===== src/sv/b64dt_pkg.sv =====
// Shared types, character codes and lookup functions of the Base64 decoder
// with trailer check. Used by b64dt_step and base64_decode_with_trailer_unit.
// No dependencies.
`default_nettype none

package b64dt_pkg;

  localparam int COUNT_BITS = 24;
  localparam int COUNT_OUT_W = 24;

  localparam logic [7:0] CH_LF    = 8'h0A;
  localparam logic [7:0] CH_EQ    = 8'h3D;
  localparam logic [7:0] CH_PLUS  = 8'h2B;
  localparam logic [7:0] CH_SLASH = 8'h2F;

  // Group phase at the first pad character; selects the trailer text.
  localparam logic [1:0] PHASE_FIRST  = 2'd0;
  localparam logic [1:0] PHASE_SECOND = 2'd1;
  localparam logic [1:0] PHASE_THIRD  = 2'd2;

  typedef enum logic [1:0] {
    KIND_DATA = 2'd0,
    KIND_DONE = 2'd1,
    KIND_ERR  = 2'd2
  } kind_t;

  typedef struct packed {
    logic       hit;
    logic [5:0] value;
  } sym_t;

  typedef struct packed {
    kind_t                    kind;
    logic [7:0]               data_byte;
    logic [COUNT_OUT_W-1:0]   byte_count;
  } result_t;

  typedef struct packed {
    logic [1:0] group_phase;
    logic       in_trailer;
  } step_status_t;

  function automatic sym_t sym_of(input logic [7:0] c);
    sym_t s;
    s.hit = 1'b1;
    s.value = '0;
    if (c inside {[8'h41:8'h5A]}) begin
      s.value = 6'(c - 8'h41);
    end else if (c inside {[8'h61:8'h7A]}) begin
      s.value = 6'(c - 8'h47);
    end else if (c inside {[8'h30:8'h39]}) begin
      s.value = 6'(c + 8'h04);
    end else if (c == CH_PLUS) begin
      s.value = 6'd62;
    end else if (c == CH_SLASH) begin
      s.value = 6'd63;
    end else begin
      s.hit = 1'b0;
    end
    return s;
  endfunction

  function automatic logic [2:0] trailer_len(input logic [1:0] tkind);
    logic [2:0] len;
    case (tkind)
      PHASE_FIRST: len = 3'd4;
      PHASE_THIRD: len = 3'd7;
      default:     len = 3'd6;
    endcase
    return len;
  endfunction

  // Expected character at a trailer position: "===\n", "=\n====\n" or "\n====\n".
  function automatic logic [7:0] trailer_char(input logic [1:0] tkind,
                                              input logic [2:0] pos);
    logic [7:0] ch;
    case (tkind)
      PHASE_FIRST: ch = (pos == 3'd3) ? CH_LF : CH_EQ;
      PHASE_THIRD: ch = (pos == 3'd1 || pos == 3'd6) ? CH_LF : CH_EQ;
      default:     ch = (pos == 3'd0 || pos == 3'd5) ? CH_LF : CH_EQ;
    endcase
    return ch;
  endfunction

endpackage

`default_nettype wire


===== src/sv/b64dt_step.sv =====
// Decoder state and the per-character step: symbol decode, byte assembly,
// trailer matching and the saturating byte count. Depends on b64dt_pkg.
`default_nettype none

module b64dt_step import b64dt_pkg::*; (
  input  wire logic         clk,
  input  wire logic         rst,
  input  wire logic         step,
  input  wire logic [7:0]   char_in,
  output logic              has_result,
  output result_t           result,
  output step_status_t      status
);

  logic [1:0]            group_phase, group_phase_next;
  logic [7:0]            partial_bits, partial_bits_next;
  logic                  in_trailer, in_trailer_next;
  logic [2:0]            trailer_pos, trailer_pos_next;
  logic [1:0]            trailer_kind, trailer_kind_next;
  logic [COUNT_BITS-1:0] decoded_count, decoded_count_next;

  sym_t       sym;
  logic [2:0] tlen;
  logic [2:0] pos_inc;

  always_comb begin
    sym = sym_of(char_in);
    tlen = trailer_len(trailer_kind);
    pos_inc = trailer_pos + 3'd1;

    group_phase_next = group_phase;
    partial_bits_next = partial_bits;
    in_trailer_next = in_trailer;
    trailer_pos_next = trailer_pos;
    trailer_kind_next = trailer_kind;
    decoded_count_next = decoded_count;
    has_result = 1'b0;
    result.kind = KIND_ERR;
    result.data_byte = '0;
    result.byte_count = '0;

    if (in_trailer) begin
      if (trailer_pos >= tlen || char_in != trailer_char(trailer_kind, trailer_pos)) begin
        has_result = 1'b1;
      end else if (pos_inc == tlen) begin
        has_result = 1'b1;
        result.kind = KIND_DONE;
        result.byte_count = COUNT_OUT_W'(decoded_count);
      end else begin
        trailer_pos_next = pos_inc;
      end
    end else if (char_in == CH_LF) begin
      // Line breaks inside the data part are ignored.
    end else if (char_in == CH_EQ) begin
      if (group_phase == PHASE_SECOND) begin
        has_result = 1'b1;
      end else begin
        in_trailer_next = 1'b1;
        trailer_kind_next = group_phase;
        trailer_pos_next = '0;
      end
    end else if (!sym.hit) begin
      has_result = 1'b1;
    end else begin
      group_phase_next = group_phase + 2'd1;
      case (group_phase)
        2'd0: begin
          partial_bits_next = {sym.value, 2'b00};
        end
        2'd1: begin
          result.data_byte = partial_bits | {6'd0, sym.value[5:4]};
          partial_bits_next = {sym.value[3:0], 4'd0};
        end
        2'd2: begin
          result.data_byte = partial_bits | {4'd0, sym.value[5:2]};
          partial_bits_next = {sym.value[1:0], 6'd0};
        end
        default: begin
          result.data_byte = partial_bits | {2'd0, sym.value};
          partial_bits_next = '0;
        end
      endcase
      if (group_phase != 2'd0) begin
        has_result = 1'b1;
        result.kind = KIND_DATA;
        if (decoded_count != {COUNT_BITS{1'b1}}) begin
          decoded_count_next = decoded_count + COUNT_BITS'(1);
        end
      end
    end

    // Done and error both start a fresh message.
    if (has_result && result.kind != KIND_DATA) begin
      group_phase_next = '0;
      partial_bits_next = '0;
      in_trailer_next = 1'b0;
      trailer_pos_next = '0;
      trailer_kind_next = '0;
      decoded_count_next = '0;
    end
  end

  always_ff @(posedge clk) begin
    if (rst) begin
      group_phase <= '0;
      partial_bits <= '0;
      in_trailer <= 1'b0;
      trailer_pos <= '0;
      trailer_kind <= '0;
      decoded_count <= '0;
    end else if (step) begin
      group_phase <= group_phase_next;
      partial_bits <= partial_bits_next;
      in_trailer <= in_trailer_next;
      trailer_pos <= trailer_pos_next;
      trailer_kind <= trailer_kind_next;
      decoded_count <= decoded_count_next;
    end
  end

  assign status.group_phase = group_phase;
  assign status.in_trailer = in_trailer;

endmodule

`default_nettype wire


===== src/sv/base64_decode_with_trailer_unit.sv =====
// Top level of the Base64 decoder with trailer check: input register, the
// decode step and the result register. Depends on b64dt_pkg and b64dt_step.
//
// Usage:
//   Characters arrive one per beat on in_valid/in_ready/char_in. Each beat
//   gives zero or one result beat on out_valid/out_ready with kind,
//   data_byte and byte_count. A data byte comes for every symbol but the
//   first of each group of four; line breaks and the pad and trailer text
//   give nothing until the trailer completes (done, with the saturated byte
//   count) or a character is wrong (error). Either one starts a new message.
//   A character is held in the input register, decoded by the combinational
//   step and its result is written into the result register.
//   Throughput: one character per cycle while the result register is free
//   (out_ready high or no result waiting); a stalled receiver holds the flow.
//   Reset (rst, synchronous) clears the decoder state and the valid flags of both registers.
//   When the receiver stalls, one result waits in the output register and
//   one character in the input register; in_ready then falls.
`default_nettype none

module base64_decode_with_trailer_unit import b64dt_pkg::*; (
  input  wire logic                   clk,
  input  wire logic                   rst,
  input  wire logic                   in_valid,
  output logic                        in_ready,
  input  wire logic [7:0]             char_in,
  output logic                        out_valid,
  input  wire logic                   out_ready,
  output logic [1:0]                  kind,
  output logic [7:0]                  data_byte,
  output logic [COUNT_OUT_W-1:0]      byte_count
);

  logic         hold_valid;
  logic [7:0]   hold_char;
  logic         out_free;
  logic         advance;
  logic         step_has_result;
  result_t      step_result;
  step_status_t step_status;

  assign out_free = !out_valid || out_ready;
  assign advance = hold_valid && out_free;
  assign in_ready = !hold_valid || advance;

  always_ff @(posedge clk) begin
    if (rst) begin
      hold_valid <= 1'b0;
    end else if (in_valid && in_ready) begin
      hold_valid <= 1'b1;
    end else if (advance) begin
      hold_valid <= 1'b0;
    end
  end

  always_ff @(posedge clk) begin
    if (in_valid && in_ready) begin
      hold_char <= char_in;
    end
  end

  b64dt_step u_step (
    .clk        (clk),
    .rst        (rst),
    .step       (advance),
    .char_in    (hold_char),
    .has_result (step_has_result),
    .result     (step_result),
    .status     (step_status)
  );

  always_ff @(posedge clk) begin
    if (rst) begin
      out_valid <= 1'b0;
    end else if (advance) begin
      out_valid <= step_has_result;
    end else if (out_ready) begin
      out_valid <= 1'b0;
    end
  end

  always_ff @(posedge clk) begin
    if (advance) begin
      kind <= step_result.kind;
      data_byte <= step_result.data_byte;
      byte_count <= step_result.byte_count;
    end
  end

  // Done and error results leave the decoder at the start of a new message.
  assert property (@(posedge clk) disable iff (rst)
    (advance && step_has_result && step_result.kind != KIND_DATA)
      |=> (step_status.group_phase == 2'd0 && !step_status.in_trailer))
    else $error("decoder state not cleared after done or error");

  assert property (@(posedge clk) disable iff (rst)
    (out_valid && kind != KIND_DATA) |-> (data_byte == 8'd0))
    else $error("nonzero data byte on a done or error result");

  assert property (@(posedge clk) disable iff (rst)
    (out_valid && kind != KIND_DONE) |-> (byte_count == '0))
    else $error("nonzero byte count outside a done result");

  // A data byte is never produced while the trailer is being matched.
  assert property (@(posedge clk) disable iff (rst)
    (advance && step_status.in_trailer && step_has_result)
      |-> (step_result.kind != KIND_DATA))
    else $error("data byte produced inside the trailer");

endmodule

`default_nettype wire

===== config.mk =====
export PLATFORM = sky130hd
export DESIGN_NAME = base64_decode_with_trailer_unit
export DESIGN_NICKNAME = d
export VERILOG_FILES = /design/src/sv/b64dt_pkg.sv /design/src/sv/b64dt_step.sv /design/src/sv/base64_decode_with_trailer_unit.sv
export SDC_FILE = /design/constraint.sdc
export NUM_CORES = 1
export LEC_CHECK = 0
export BUFFER_PORTS_ARGS = -buffer_cell sky130_fd_sc_hd__buf_2
export CORE_UTILIZATION = 50
export DETAILED_ROUTE_END_ITERATION = 10
export PLACE_DENSITY = 0.7
export SLEW_MARGIN = 20
export SYNTH_ARGS = -nofsm -noshare
export SYNTH_HDL_FRONTEND = slang
export SYNTH_SLANG_ARGS = --single-unit

===== constraint.sdc =====
create_clock -name clk -period 5.5 [get_ports clk]
set_input_delay 0.275 -clock clk [delete_from_list [all_inputs] [get_ports clk]]
set_output_delay 0.275 -clock clk [all_outputs]
set_load 0.02 [all_outputs]

==> metrics.md <==
| Metric | Value |
|---|---|
| Outcome | finished, final reports clean |
| Synthesized area per cell | 9.78 µm² |
| VDD IR-drop max | 0.102 mV |
| Root Driver | clkbuf_8 |
| Worst-case clock buffer depth | 2 |
| Vias in the first global route | 3,200 |
| Min Tclk post-route | 3.85 ns |
| FF-to-FF path depth | 10 |
| Max Fclk | 260 MHz |
| Delay-heaviest family, CP | compound AO/OA/AOI/OAI gates |
| First-pass GRT wire length | 15,000 µm |
| Worst hold path startpoint | char_in[5] |
| Worst path depth | 10 |
| GRT Util Overall | 21.6% |
| Ys flop type | edfxtp_1 |
| Post-DP HPWL | 6500 µm |
| CTS clk-pin slew, worst paths | 0.08 ns |
| Clock skew | 0.0110 ns |
| Cells after Synth | 440 |
| Post-synthesis sequential area ratio | 47.9% |
| ANT nets after route | 0 |
| Die width | 94.8 µm |
| Area growth, synth to finish | 12.5% |
| Actual slew at the worst max-slew pin | 0.877 ns |
| Power density over the cells | 266 nW/µm² |
| Reg2reg setup slack | 1.65 ns |
| GPL Wtd Cong | 0.982 |
| DRC Markers | 0 |
| PostCTS Resize Cnt | 0 |
| Setup repair bufs after CTS | 0 |
| Warnings, synthesis | 0 |
| Final period util | 70.0% |
| Most frequent cells in the layout | buf_2, edfxtp_1, dfxtp_1 |
| CP Capture Type | flip-flop |
| Final wirelength | 9050 µm |
| RSZ-0062 raised after global routing | false |
| CTS tree | done |
| Avg WL per Cell | 15.3 µm |
| Ant diodes | 0 |
| Pre-antenna DRT Iters | 6 |
| DRT iter0 DRCs | 167 |
| Most common cell after layout, fill and taps aside | buf_2 |
| Worst slack at placement | 1.76 ns |
| Slew Limit Headroom | 40.6% |
| Setup_tns | 0 ns |
| Critical Path Start | hold_char[2]$_DFFE_PP_ |
| DR vias | 3,460 |
| Max cap viols | 0 |
| Leak | 1.72 nW |
| Synth unique cells | 61 |
| Antenna violations before repair | 0 |
| Starting Density | 52.1% |
| Peak fanout along the critical path | 15 |
| Synthesized area | 4300 µm² |
| Worst path arrival time | 4.09 ns |
| Global route overflow | 0 |
| Setup violators final | 0 |
| Critical Path RT | 5.74 ns |
| Final std cells w/o fill | 590 |
| WP buf/inv | 2 |
| I/O pins | 48 |
| Placed cell count | 574 |
| Fin. Hold Viols | 0 |
| Post-synth EDFFs | 42 |
| CP max stage cell | o31ai_2 |
| Number of buffers created by CTS | 9 |
| Row cnt | 33 |
| Crit Path Class | reg -> reg |
| FF+latch count, synth | 82 |
| Largest net degree at the start of global routing | 36 |
| Critical-path cell list | inv_1 > ha_1 > nor2b_1 > o21ai_0 > o2bb2ai_1 > o31ai_2 > o31ai_2 > buf_4 > mux2i_1 > nor2_1 |
| Clock Latency Late Sink | 0.35 ns |
| CP dominant cell by count | o31ai_2 |
| Worst setup margin | 1.65 ns |
| Port bufs | 47 |
| Height of the die | 94.8 µm |
| Hold WC Path Type | in -> reg |
| Core area | 8260 µm² |
| Clock sink total | 82 |
| Fin nets | 513 |
| RR Endpoint | u_step.decoded_count[1]$_SDFFE_PP0P_ |
| Pins Over Slew Limit | 0 |
| Reg-to-Reg Start | hold_char[2]$_DFFE_PP_ |
| Worst Hold Path Cells | 1 |
| Setup crit start kind | flip-flop |
| Hold Worst Slack | 0.0950 ns |
| Via density | 5.86 |
| Synth Net Count | 473 |
| CP Capture Point | u_step.decoded_count[1]$_SDFFE_PP0P_ |
| Slowest cell delay on critical path | 0.82 ns |
| Htree depth | 3 |
| Die area | 8980 µm² |
| Proportion of layout cells with a drive suffix above 1 | 16.1% |
| Asr flop ratio synth | 0% |
| Cts hold-fix bufs | 0 |
## synthesized netlist by cell type (3+ instances only)
cell	number	area share, %
a211o_1	4	0.81
a211oi_1	3	0.52
a21oi_1	33	3.8
a221oi_1	6	1.2
a31oi_1	3	0.44
and2_1	23	3.3
and3_1	3	0.44
buf_2	5	0.58
clkbuf_1	12	1.0
dfxtp_1	40	19
edfxtp_1	42	29
ha_1	21	6.1
inv_1	24	2.1
mux2i_1	9	2.1
nand2_1	29	2.5
nand3_1	22	2.6
nand4_1	6	0.87
nor2_1	35	3.1
nor2b_1	6	0.87
nor3_1	9	1.0
nor4_1	6	0.87
o21ai_0	21	2.4
o31ai_1	6	1.0
or3_1	15	2.2
or4_1	5	0.87
xnor2_1	3	0.61
## sequential cells by signal, indices dropped and copies added, names as in the netlist
signal                flops
out_valid                 1
hold_char                 8
hold_valid                1
byte_count               24
u_step.in_trailer         1
u_step.trailer_kind       2
u_step.partial_bits       6
u_step.trailer_pos        3
u_step.decoded_count     24
u_step.group_phase        2
kind                      2
data_byte                 8
## metrics by stage
step	utilization, %	cell area [µm²]	power [W]
floorplan	-	4300	0.000761
global placement	55.7	4600	0.000794
detailed placement	55.7	4600	0.000796
CTS	58.5	4830	0.00129
global route	58.6	4840	0.00133
finish	58.6	4840	0.00129
## worst reg2reg max path: cells and delay by family (launching register included)
family                     cells  cell delay, ns
adders and majority gates      1            0.34
AOI/OAI and AO/OA              4            1.92
muxes                          1            0.22
DFF                            1            0.55
and+or+nand+nor                2            0.22
buffers and inverters          2            0.49
## cell families after synthesis
group                      after synthesis  share of synthesized area [%]
muxes                                   11                           2.62
and+or+nand+nor                        170                           20.8
AOI/OAI and AO/OA                      106                           17.2
xor gates and xnor gates                 5                           1.02
buffers and inverters                   45                           4.28
adders and majority gates               21                           6.11
DFF                                     82                           47.9
## how the worst min path moves through the flow
stage,end,slack [ns]
after floorplan,hold_char[0]$_DFFE_PP_,0.37
after global placement,u_step.partial_bits[3]$_SDFFE_PP0P_,0.44
after detailed placement,u_step.partial_bits[7]$_SDFFE_PP0P_,0.44
after CTS,hold_char[1]$_DFFE_PP_,0.08
after global routing,hold_char[5]$_DFFE_PP_,0.07
final,hold_char[5]$_DFFE_PP_,0.09
## where the power goes
group	switching, W	total (W)	internal, W
clock	0.000231	0.000506	0.000274
sequential	0.0000108	0.000669	0.000658
combinational	0.0000779	0.000113	0.0000355
## per-layer routing
layer	vias up	track usage, %	wire length, µm
met1	1627	29.1	4240
met5	-	0	0
met4	0	6.57	106
met3	12	4.91	442
met2	101	34.7	4260
li1	1720	-	-
## area by class of cell
class | instances | area (µm²)
timing repair buffer | 49 | 250
inverter | 25 | 93.8
clock inverter | 6 | 96.3
clock buffer | 10 | 138
tap | 105 | 131
multi-input combinational | 313 | 2070
fill | 740 | 3420
sequential | 82 | 2060
(Power assumes the default switching activity.)
